<file path="src/design/stl_pkg.sv">
// Package for the source token lexer: codes, types and byte classification helpers.
package stl_pkg;

	// Default counter widths
	localparam int LINE_BITS_DEF   = 16;
	localparam int COLUMN_BITS_DEF = 16;

	// Output queue
	localparam int MAX_RES    = 3;
	localparam int FIFO_DEPTH = 8;
	localparam int PTR_W      = $clog2(FIFO_DEPTH);
	localparam int CNT_W      = PTR_W + 1;

	// Request op codes
	localparam logic OP_CHAR = 1'b0;
	localparam logic OP_END  = 1'b1;

	// Token kinds
	localparam logic [4:0] K_IF      = 5'd0;
	localparam logic [4:0] K_ELSE    = 5'd1;
	localparam logic [4:0] K_WHILE   = 5'd2;
	localparam logic [4:0] K_VAR     = 5'd3;
	localparam logic [4:0] K_DEF     = 5'd4;
	localparam logic [4:0] K_GE      = 5'd5;
	localparam logic [4:0] K_LE      = 5'd6;
	localparam logic [4:0] K_EQUAL   = 5'd7;
	localparam logic [4:0] K_GREATER = 5'd8;
	localparam logic [4:0] K_LESS    = 5'd9;
	localparam logic [4:0] K_MOD     = 5'd10;
	localparam logic [4:0] K_ASSIGN  = 5'd11;
	localparam logic [4:0] K_PLUS    = 5'd12;
	localparam logic [4:0] K_MINUS   = 5'd13;
	localparam logic [4:0] K_STAR    = 5'd14;
	localparam logic [4:0] K_SLASH   = 5'd15;
	localparam logic [4:0] K_SEMI    = 5'd16;
	localparam logic [4:0] K_LBRACE  = 5'd17;
	localparam logic [4:0] K_RBRACE  = 5'd18;
	localparam logic [4:0] K_LPAREN  = 5'd19;
	localparam logic [4:0] K_RPAREN  = 5'd20;
	localparam logic [4:0] K_COMMA   = 5'd21;
	localparam logic [4:0] K_INT     = 5'd22;
	localparam logic [4:0] K_FLOAT   = 5'd23;
	localparam logic [4:0] K_IDENT   = 5'd24;
	localparam logic [4:0] K_END     = 5'd25;
	localparam logic [4:0] K_UNKNOWN = 5'd26;

	// Characters
	localparam logic [7:0] CH_DOT  = 8'h2E;
	localparam logic [7:0] CH_LF   = 8'h0A;
	localparam logic [7:0] CH_LT   = 8'h3C;
	localparam logic [7:0] CH_GT   = 8'h3E;
	localparam logic [7:0] CH_EQ   = 8'h3D;

	// Keyword spellings, packed big-endian
	localparam logic [39:0] KW_IF    = 40'h00_0000_6966;
	localparam logic [39:0] KW_ELSE  = 40'h00_656C_7365;
	localparam logic [39:0] KW_WHILE = 40'h77_6869_6C65;
	localparam logic [39:0] KW_VAR   = 40'h00_0076_6172;
	localparam logic [39:0] KW_DEF   = 40'h00_0064_6566;

	localparam logic [15:0] LEN_MAX = 16'hFFFF;

	typedef enum logic [2:0] {
		P_NONE,
		P_INT,
		P_INTDOT,
		P_FLOAT,
		P_IDENT,
		P_LT,
		P_GT,
		P_EQ
	} pend_t;

	typedef struct packed {
		logic [4:0]  kind;
		logic [15:0] line;
		logic [15:0] column;
		logic [15:0] length;
	} tok_t;

	typedef struct packed {
		tok_t tok;
		logic last;
	} fifo_ent_t;

	function automatic logic is_digit(input logic [7:0] c);
		return (c >= 8'h30) && (c <= 8'h39);
	endfunction

	function automatic logic is_alpha_u(input logic [7:0] c);
		return ((c >= 8'h61) && (c <= 8'h7A)) || ((c >= 8'h41) && (c <= 8'h5A))
			|| (c == 8'h5F);
	endfunction

	function automatic logic is_space(input logic [7:0] c);
		return (c == 8'h20) || (c == 8'h09) || (c == 8'h0A) || (c == 8'h0B)
			|| (c == 8'h0C) || (c == 8'h0D);
	endfunction

	function automatic logic [4:0] single_kind(input logic [7:0] c);
		logic [4:0] k;
		unique case (c)
			8'h25:   k = K_MOD;
			8'h2B:   k = K_PLUS;
			8'h2D:   k = K_MINUS;
			8'h2A:   k = K_STAR;
			8'h2F:   k = K_SLASH;
			8'h3B:   k = K_SEMI;
			8'h7B:   k = K_LBRACE;
			8'h7D:   k = K_RBRACE;
			8'h28:   k = K_LPAREN;
			8'h29:   k = K_RPAREN;
			8'h2C:   k = K_COMMA;
			default: k = K_UNKNOWN;
		endcase
		return k;
	endfunction

	function automatic logic [4:0] word_kind(input logic [15:0] len, input logic [39:0] pfx);
		logic [4:0] k;
		priority if (len == 16'd2 && pfx == KW_IF)    k = K_IF;
		else if (len == 16'd4 && pfx == KW_ELSE)      k = K_ELSE;
		else if (len == 16'd5 && pfx == KW_WHILE)     k = K_WHILE;
		else if (len == 16'd3 && pfx == KW_VAR)       k = K_VAR;
		else if (len == 16'd3 && pfx == KW_DEF)       k = K_DEF;
		else                                          k = K_IDENT;
		return k;
	endfunction

	function automatic logic [15:0] sat_add16(input logic [15:0] a, input logic [1:0] b);
		logic [16:0] s;
		s = {1'b0, a} + 17'(b);
		return s[16] ? LEN_MAX : s[15:0];
	endfunction

	function automatic logic [15:0] clamp16(input logic [31:0] v);
		return (v > 32'h0000_FFFF) ? 16'hFFFF : v[15:0];
	endfunction

	function automatic tok_t make_tok(input logic [4:0] k, input logic [31:0] ln,
			input logic [31:0] col, input logic [15:0] len);
		tok_t t;
		t.kind   = k;
		t.line   = clamp16(ln);
		t.column = clamp16(col);
		t.length = len;
		return t;
	endfunction

endpackage

</file>
<file path="src/design/source_token_lexer_top.sv">
// Streaming lexer: one source byte per request in, tokens out through a small queue.
// Latency: a token enters the output queue at the edge that accepts the request
// completing it and is offered on the next cycle. Throughput: one request per cycle
// while the queue has room for three tokens; tokens drain one per cycle on tok_ready.
// Reset (arst_n low, asynchronous): no token pending, line and column zero, queue empty.
module source_token_lexer_top #(
	parameter int LINE_BITS   = stl_pkg::LINE_BITS_DEF,
	parameter int COLUMN_BITS = stl_pkg::COLUMN_BITS_DEF
) (
	input  logic        clk,
	input  logic        arst_n,
	// byte requests
	input  logic        char_valid,
	output logic        char_ready,
	input  logic        op,
	input  logic [7:0]  character,
	// tokens
	output logic        tok_valid,
	input  logic        tok_ready,
	output logic [4:0]  kind,
	output logic [15:0] line,
	output logic [15:0] column,
	output logic [15:0] length,
	output logic        last_of_run
);

	localparam logic [32:0] COL_MAX33 = 33'((64'(1) << COLUMN_BITS) - 64'(1));

	// Scanner state
	stl_pkg::pend_t         pend_q, pend_d;
	logic [COLUMN_BITS-1:0] start_q, start_d;   // column of pending token start
	logic [15:0]            tlen_q, tlen_d;     // pending token length
	logic [39:0]            prefix_q, prefix_d; // first five bytes of an identifier
	logic [LINE_BITS-1:0]   line_q, line_d;
	logic [COLUMN_BITS-1:0] col_q, col_d;

	// Tokens produced by the current request
	stl_pkg::tok_t          res_c [stl_pkg::MAX_RES];
	logic [1:0]             n_res;
	logic                   handled;
	logic                   newline;
	logic                   do_flush;
	logic [32:0]            dot_sum;
	logic [31:0]            dot_col;
	logic [31:0]            line_x;

	// Output queue
	stl_pkg::fifo_ent_t        fifo_q [stl_pkg::FIFO_DEPTH];
	logic [stl_pkg::PTR_W-1:0] wr_q, rd_q;
	logic [stl_pkg::CNT_W-1:0] cnt_q;
	logic                      acc, pop;

	assign char_ready = cnt_q <= stl_pkg::CNT_W'(stl_pkg::FIFO_DEPTH - stl_pkg::MAX_RES);
	assign acc        = char_valid && char_ready;
	assign tok_valid  = cnt_q != '0;
	assign pop        = tok_valid && tok_ready;

	assign kind        = fifo_q[rd_q].tok.kind;
	assign line        = fifo_q[rd_q].tok.line;
	assign column      = fifo_q[rd_q].tok.column;
	assign length      = fifo_q[rd_q].tok.length;
	assign last_of_run = fifo_q[rd_q].last;

	// Next state and the tokens emitted for one request
	always_comb begin
		pend_d   = pend_q;
		start_d  = start_q;
		tlen_d   = tlen_q;
		prefix_d = prefix_q;
		line_d   = line_q;
		col_d    = col_q;
		handled  = 1'b0;
		newline  = 1'b0;
		do_flush = 1'b0;
		n_res    = 2'd0;
		for (int i = 0; i < stl_pkg::MAX_RES; i++) begin
			res_c[i] = '0;
		end
		line_x  = 32'(line_q);
		// column of the dot held behind an integer
		dot_sum = {1'b0, 32'(start_q)} + 33'(tlen_q);
		dot_col = (dot_sum > COL_MAX33) ? COL_MAX33[31:0] : dot_sum[31:0];

		if (op == stl_pkg::OP_END) begin
			do_flush = 1'b1;
		end else begin
			unique case (pend_q)
				stl_pkg::P_INT: begin
					if (stl_pkg::is_digit(character)) begin
						tlen_d  = stl_pkg::sat_add16(tlen_q, 2'd1);
						handled = 1'b1;
					end else if (character == stl_pkg::CH_DOT) begin
						pend_d  = stl_pkg::P_INTDOT;
						handled = 1'b1;
					end
				end
				stl_pkg::P_INTDOT: begin
					if (stl_pkg::is_digit(character)) begin
						tlen_d  = stl_pkg::sat_add16(tlen_q, 2'd2);
						pend_d  = stl_pkg::P_FLOAT;
						handled = 1'b1;
					end
				end
				stl_pkg::P_FLOAT: begin
					if (stl_pkg::is_digit(character)) begin
						tlen_d  = stl_pkg::sat_add16(tlen_q, 2'd1);
						handled = 1'b1;
					end
				end
				stl_pkg::P_IDENT: begin
					if (stl_pkg::is_alpha_u(character) || stl_pkg::is_digit(character)) begin
						if (tlen_q < 16'd5) begin
							prefix_d = {prefix_q[31:0], character};
						end
						tlen_d  = stl_pkg::sat_add16(tlen_q, 2'd1);
						handled = 1'b1;
					end
				end
				stl_pkg::P_LT, stl_pkg::P_GT, stl_pkg::P_EQ: begin
					if (character == stl_pkg::CH_EQ) begin
						res_c[n_res] = stl_pkg::make_tok(
							(pend_q == stl_pkg::P_LT) ? stl_pkg::K_LE :
							(pend_q == stl_pkg::P_GT) ? stl_pkg::K_GE : stl_pkg::K_EQUAL,
							line_x, 32'(start_q), 16'd2);
						n_res   = n_res + 2'd1;
						pend_d  = stl_pkg::P_NONE;
						tlen_d  = '0;
						handled = 1'b1;
					end
				end
				default: ;
			endcase
			if (!handled) begin
				do_flush = 1'b1;
			end
		end

		// Close the pending token
		if (do_flush) begin
			unique case (pend_q)
				stl_pkg::P_INT: begin
					res_c[n_res] = stl_pkg::make_tok(stl_pkg::K_INT, line_x,
						32'(start_q), tlen_q);
					n_res = n_res + 2'd1;
				end
				stl_pkg::P_INTDOT: begin
					res_c[n_res] = stl_pkg::make_tok(stl_pkg::K_INT, line_x,
						32'(start_q), tlen_q);
					n_res = n_res + 2'd1;
					res_c[n_res] = stl_pkg::make_tok(stl_pkg::K_UNKNOWN, line_x,
						dot_col, 16'd1);
					n_res = n_res + 2'd1;
				end
				stl_pkg::P_FLOAT: begin
					res_c[n_res] = stl_pkg::make_tok(stl_pkg::K_FLOAT, line_x,
						32'(start_q), tlen_q);
					n_res = n_res + 2'd1;
				end
				stl_pkg::P_IDENT: begin
					res_c[n_res] = stl_pkg::make_tok(stl_pkg::word_kind(tlen_q, prefix_q),
						line_x, 32'(start_q), tlen_q);
					n_res = n_res + 2'd1;
				end
				stl_pkg::P_LT: begin
					res_c[n_res] = stl_pkg::make_tok(stl_pkg::K_LESS, line_x,
						32'(start_q), 16'd1);
					n_res = n_res + 2'd1;
				end
				stl_pkg::P_GT: begin
					res_c[n_res] = stl_pkg::make_tok(stl_pkg::K_GREATER, line_x,
						32'(start_q), 16'd1);
					n_res = n_res + 2'd1;
				end
				stl_pkg::P_EQ: begin
					res_c[n_res] = stl_pkg::make_tok(stl_pkg::K_ASSIGN, line_x,
						32'(start_q), 16'd1);
					n_res = n_res + 2'd1;
				end
				default: ;
			endcase
			pend_d   = stl_pkg::P_NONE;
			tlen_d   = '0;
			prefix_d = '0;
		end

		if (op == stl_pkg::OP_END) begin
			// end token, then everything back to its reset value
			res_c[n_res] = stl_pkg::make_tok(stl_pkg::K_END, line_x, 32'(col_q), 16'd0);
			n_res    = n_res + 2'd1;
			pend_d   = stl_pkg::P_NONE;
			start_d  = '0;
			tlen_d   = '0;
			prefix_d = '0;
			line_d   = '0;
			col_d    = '0;
		end else begin
			if (!handled) begin
				// byte starts fresh with nothing pending
				if (stl_pkg::is_space(character)) begin
					if (character == stl_pkg::CH_LF) begin
						newline = 1'b1;
						if (line_q != '1) begin
							line_d = line_q + LINE_BITS'(1);
						end
					end
				end else if (stl_pkg::is_digit(character)) begin
					pend_d  = stl_pkg::P_INT;
					start_d = col_q;
					tlen_d  = 16'd1;
				end else if (stl_pkg::is_alpha_u(character)) begin
					pend_d   = stl_pkg::P_IDENT;
					start_d  = col_q;
					tlen_d   = 16'd1;
					prefix_d = 40'(character);
				end else if (character == stl_pkg::CH_LT) begin
					pend_d  = stl_pkg::P_LT;
					start_d = col_q;
					tlen_d  = 16'd1;
				end else if (character == stl_pkg::CH_GT) begin
					pend_d  = stl_pkg::P_GT;
					start_d = col_q;
					tlen_d  = 16'd1;
				end else if (character == stl_pkg::CH_EQ) begin
					pend_d  = stl_pkg::P_EQ;
					start_d = col_q;
					tlen_d  = 16'd1;
				end else begin
					res_c[n_res] = stl_pkg::make_tok(stl_pkg::single_kind(character),
						line_x, 32'(col_q), 16'd1);
					n_res = n_res + 2'd1;
				end
			end
			if (newline) begin
				col_d = '0;
			end else if (col_q != '1) begin
				col_d = col_q + COLUMN_BITS'(1);
			end
		end
	end

	// Scanner registers
	always_ff @(posedge clk or negedge arst_n) begin
		if (!arst_n) begin
			pend_q   <= stl_pkg::P_NONE;
			start_q  <= '0;
			tlen_q   <= '0;
			prefix_q <= '0;
			line_q   <= '0;
			col_q    <= '0;
		end else if (acc) begin
			pend_q   <= pend_d;
			start_q  <= start_d;
			tlen_q   <= tlen_d;
			prefix_q <= prefix_d;
			line_q   <= line_d;
			col_q    <= col_d;
		end
	end

	// Queue storage: up to three tokens written per accepted request
	always_ff @(posedge clk) begin
		if (acc) begin
			for (int i = 0; i < stl_pkg::MAX_RES; i++) begin
				if (2'(i) < n_res) begin
					fifo_q[wr_q + stl_pkg::PTR_W'(i)].tok  <= res_c[i];
					fifo_q[wr_q + stl_pkg::PTR_W'(i)].last <= (2'(i) == n_res - 2'd1);
				end
			end
		end
	end

	// Queue pointers and fill count
	always_ff @(posedge clk or negedge arst_n) begin
		if (!arst_n) begin
			wr_q  <= '0;
			rd_q  <= '0;
			cnt_q <= '0;
		end else begin
			if (acc) begin
				wr_q <= wr_q + stl_pkg::PTR_W'(n_res);
			end
			if (pop) begin
				rd_q <= rd_q + stl_pkg::PTR_W'(1);
			end
			cnt_q <= cnt_q + (acc ? stl_pkg::CNT_W'(n_res) : '0)
				- stl_pkg::CNT_W'(pop);
		end
	end

endmodule
</file>
<file path="config.mk">
export PLATFORM = sky130hd
export DESIGN_NAME = source_token_lexer_top
export DESIGN_NICKNAME = d
export VERILOG_FILES = /design/src/design/stl_pkg.sv /design/src/design/source_token_lexer_top.sv
export SDC_FILE = /design/constraint.sdc
export NUM_CORES = 1
export LEC_CHECK = 0
export BUFFER_PORTS_ARGS = -buffer_cell sky130_fd_sc_hd__buf_2
export CAP_MARGIN = 10
export CORE_ASPECT_RATIO = 1.4
export CORE_MARGIN = 2
export CORE_UTILIZATION = 25
export DETAILED_ROUTE_END_ITERATION = 16
export MAX_ROUTING_LAYER = met4
export PLACE_DENSITY = 0.43
export SLEW_MARGIN = 0
export SYNTH_ARGS = -nofsm -noshare
export SYNTH_HDL_FRONTEND = slang
export SYNTH_SLANG_ARGS = --single-unit
</file>
<file path="constraint.sdc">
create_clock -name clk -period 7.4 [get_ports clk]
set_input_delay 0.74 -clock clk [delete_from_list [all_inputs] [get_ports clk]]
set_output_delay 0.74 -clock clk [all_outputs]
set_load 0.03 [all_outputs]
</file>
==> metrics.cfg <==
[outcome]
outcome=finished, final reports clean

[yosys]
synth_compound_area_share_pct=14.23
async_flop_share_pct=21.31
synth_cells=2568
yosys_warnings=0
synth.distinct_cells=88
yosysMostFrequentCell=edfxtp_1
synthMuxAreaShare_pct=10.43
yosys-top-cells-count=edfxtp_1, nor2_1, nand2_1
syn-num-nets=2620
synthAdderAreaFrac_pct=1.717
syn_area_per_cell_sq_um=11.58
synth-seq-cells=549
synth_ff_type=edfxtp_1
synth_top_family_by_area=simple AND/OR/NAND/NOR gates
yosysTopAreaCell=edfxtp_1
synth_edf_count=432
yosysTopAreaCellShare_pct=43.63
syn_area_sq_um=29730
synthSimpleGateAreaFrac_pct=15.47
yosysSeqAreaShare_pct=53.48
synth_xor_area_share_pct=1.355
synth_area_leaders=edfxtp_1, dfrtp_1, mux4_2, nor2_1, nand2_1

[layout]
fin_nets=2639
antenna_cells=0
stdcell_count=4218
finish.instance_area_sq_um=33980
multi_input_area_sq_um=12990
layout-drive-gt1-share_pct=18.15
fin_util_pct=28.84
fillers=12223
area_growth_syn_to_layout_pct=14.30
regArea_sq_um=15910

[pwr]
p_sw_share_pct=39.10
pwr-share-seq_pct=35.9
clkPwrFrac_pct=25.4
total_power_mw=11.70
max-vdd-ir-drop_v=0.0002949
power_frac_comb_pct=38.6
p_leak_nw=11.99
power_report.internal_total_mw=7.126
p_per_area_nw_per_um2=344.3
switchingPower_mw=4.574

[routing]
first_pass_iters=5
viasPerCell=5.397
wl_mm=110.3
drc=0
vias=22766
first_iter_violations=2457
wl_per_cell_um=26.15
ant_nets=0

[clock_network]
postCtsHoldBufs=0
post_cts_resized=0
cts_buffers=57
cts_buffer_depth=3
numClockSinks=549
htree_num_levels=2
cts_tree=yes
clkLatencyLatePin_ps=660
postCtsSetupBuffers=0
root_buffer=clkbuf_16
clk_pin_slew_ps=70

[timing]
setup_violations=0
rsz0062_at_grt=false
finalCriticalPeriod_ps=6024
hold_viol_final=0
slew_headroom_pct=14.67
tightest_slew_ps=1280
max_freq_ghz=0.1660
hold-worst-slack_ps=62.27
worst_slack_ps=1376
fin_setup_tns_ps=0
skew_ps=35.84
drv_slew=0
min_period_over_period_pct=81.40

[setup_path]
worstPathMaxFanout=33
cp.arrival_ps=6350
critPathKind=reg2reg
critical-path-max-stage-delay_ps=840
slowest_stage=a211oi_4
cp_cell_sequence=nor2b_1, nand2_1, nor4_1, nor3_1, buf_4, nor2_1, o21ai_0, ha_1, o32a_1, a211oi_4, a21oi_1, o21ai_4, buf_12
required_ps=7720
end_kind=flip-flop
startpoint_type=flip-flop

[die]
fp.dieArea_sq_um=121700
pin_count=69
row_count=149
die_x_um=295.5
die_h_um=412.0
core-area_sq_um=117800
start_util_pct=25.23

[placement]
placedCellCount=4113
preCtsSetupSlack_ps=1124
io_buffers=68
placed_cell_area_sq_um=32110
gp_congestion=0.9056
dpl.hpwl_mm=72.45

[grt]
first_global_vias=23249
grtUsageTotal_pct=18.48
grt-ovfl-total=0
grt_pass1_wl_mm=161.1
grt_max_degree=88
antenna_found_initial=1

[hold_path]
hold_path_class=in2async

[run]
drv_cap=0

## layout by cell type, fill, tap and decap left out, types with 57 or more instances in the layout
cell / n
edfxtp_1: 432
buf_4: 86
o21ai_0: 90
nand2_1: 292
nor2b_1: 105
dfrtp_1: 114
a21oi_1: 82
buf_2: 67
mux4_2: 108
clkbuf_16: 57
nor2_1: 296
o221ai_1: 98
## power by group through the flow
| stage | Sequential (mW) | Clock (mW) | Combinational [mW] |
|---|---|---|---|
| floorplan | 4.05 | 0 | 3.17 |
| global placement | 4.26 | 0 | 4.55 |
| detailed placement | 4.28 | 0 | 4.57 |
| CTS | 4.22 | 3.06 | 4.59 |
| global route | 4.26 | 3.15 | 4.83 |
| finish | 4.20 | 2.98 | 4.52 |
## metal layers
layer,vias to the layer above,wire length (um),track usage (%)
li1,9841,-,-
met1,11659,43910,22.34
met2,1009,55270,31.26
met3,257,6680,2.414
met4,0,4441,7.080
met5,-,0,-
## worst paths after layout
kind                       cells past startpoint  slack (ps)                          to                startpoint
max                                           13        1380  fifo_q[6][8]$_SDFFCE_PP0P_     pend_q[0]$_DFFE_PN0P_
min                                            1          60        col_q[0]$_DFFE_PN0P_                    arst_n
max reg2reg                                   13        1380  fifo_q[6][8]$_SDFFCE_PP0P_     pend_q[0]$_DFFE_PN0P_
min reg2reg                                    1         510    prefix_q[39]$_DFFE_PN0P_  prefix_q[39]$_DFFE_PN0P_
max in group asynchronous                      2        5830         rd_q[2]$_DFFE_PN0P_                    arst_n
min in group clk                               3         450         rd_q[0]$_DFFE_PN0P_                 tok_ready
## cell families (layout without fill, tap and decap cells)
family | Yosys count | in the layout
buf+inv | 240 | 305
fa+ha+maj | 39 | 39
xor+xnor | 46 | 46
simple gates | 966 | 966
flops | 549 | 549
mux | 168 | 168
compound gates | 560 | 560
## area by class of cell
type,count,share of cell area (%)
flip-flops and latches,549,46.82
multi-input cells,1779,38.22
well taps,1585,5.836
clock buffers,64,4.275
repair buffers,158,3.156
clock inverters,41,1.230
inverters,42,0.4639
## sequential cells by signal, indices dropped and copies added, names as in the netlist
| signal | flops |
|---|---|
| start_q | 16 |
| pend_q | 3 |
| tlen_q | 16 |
| fifo_q | 432 |
| wr_q | 3 |
| prefix_q | 40 |
| rd_q | 3 |
| col_q | 16 |
| cnt_q | 4 |
| line_q | 16 |
## worst max-delay path, delay by kind of cell, from the launching register on
kind,cells,cell delay (ps)
AOI/OAI and AO/OA,5,2560
adders and majority gates,1,330
buffers and inverters,2,560
DFF,1,670
and+or+nand+nor,5,1520
No activity file was read; power rests on OpenSTA's default activity.
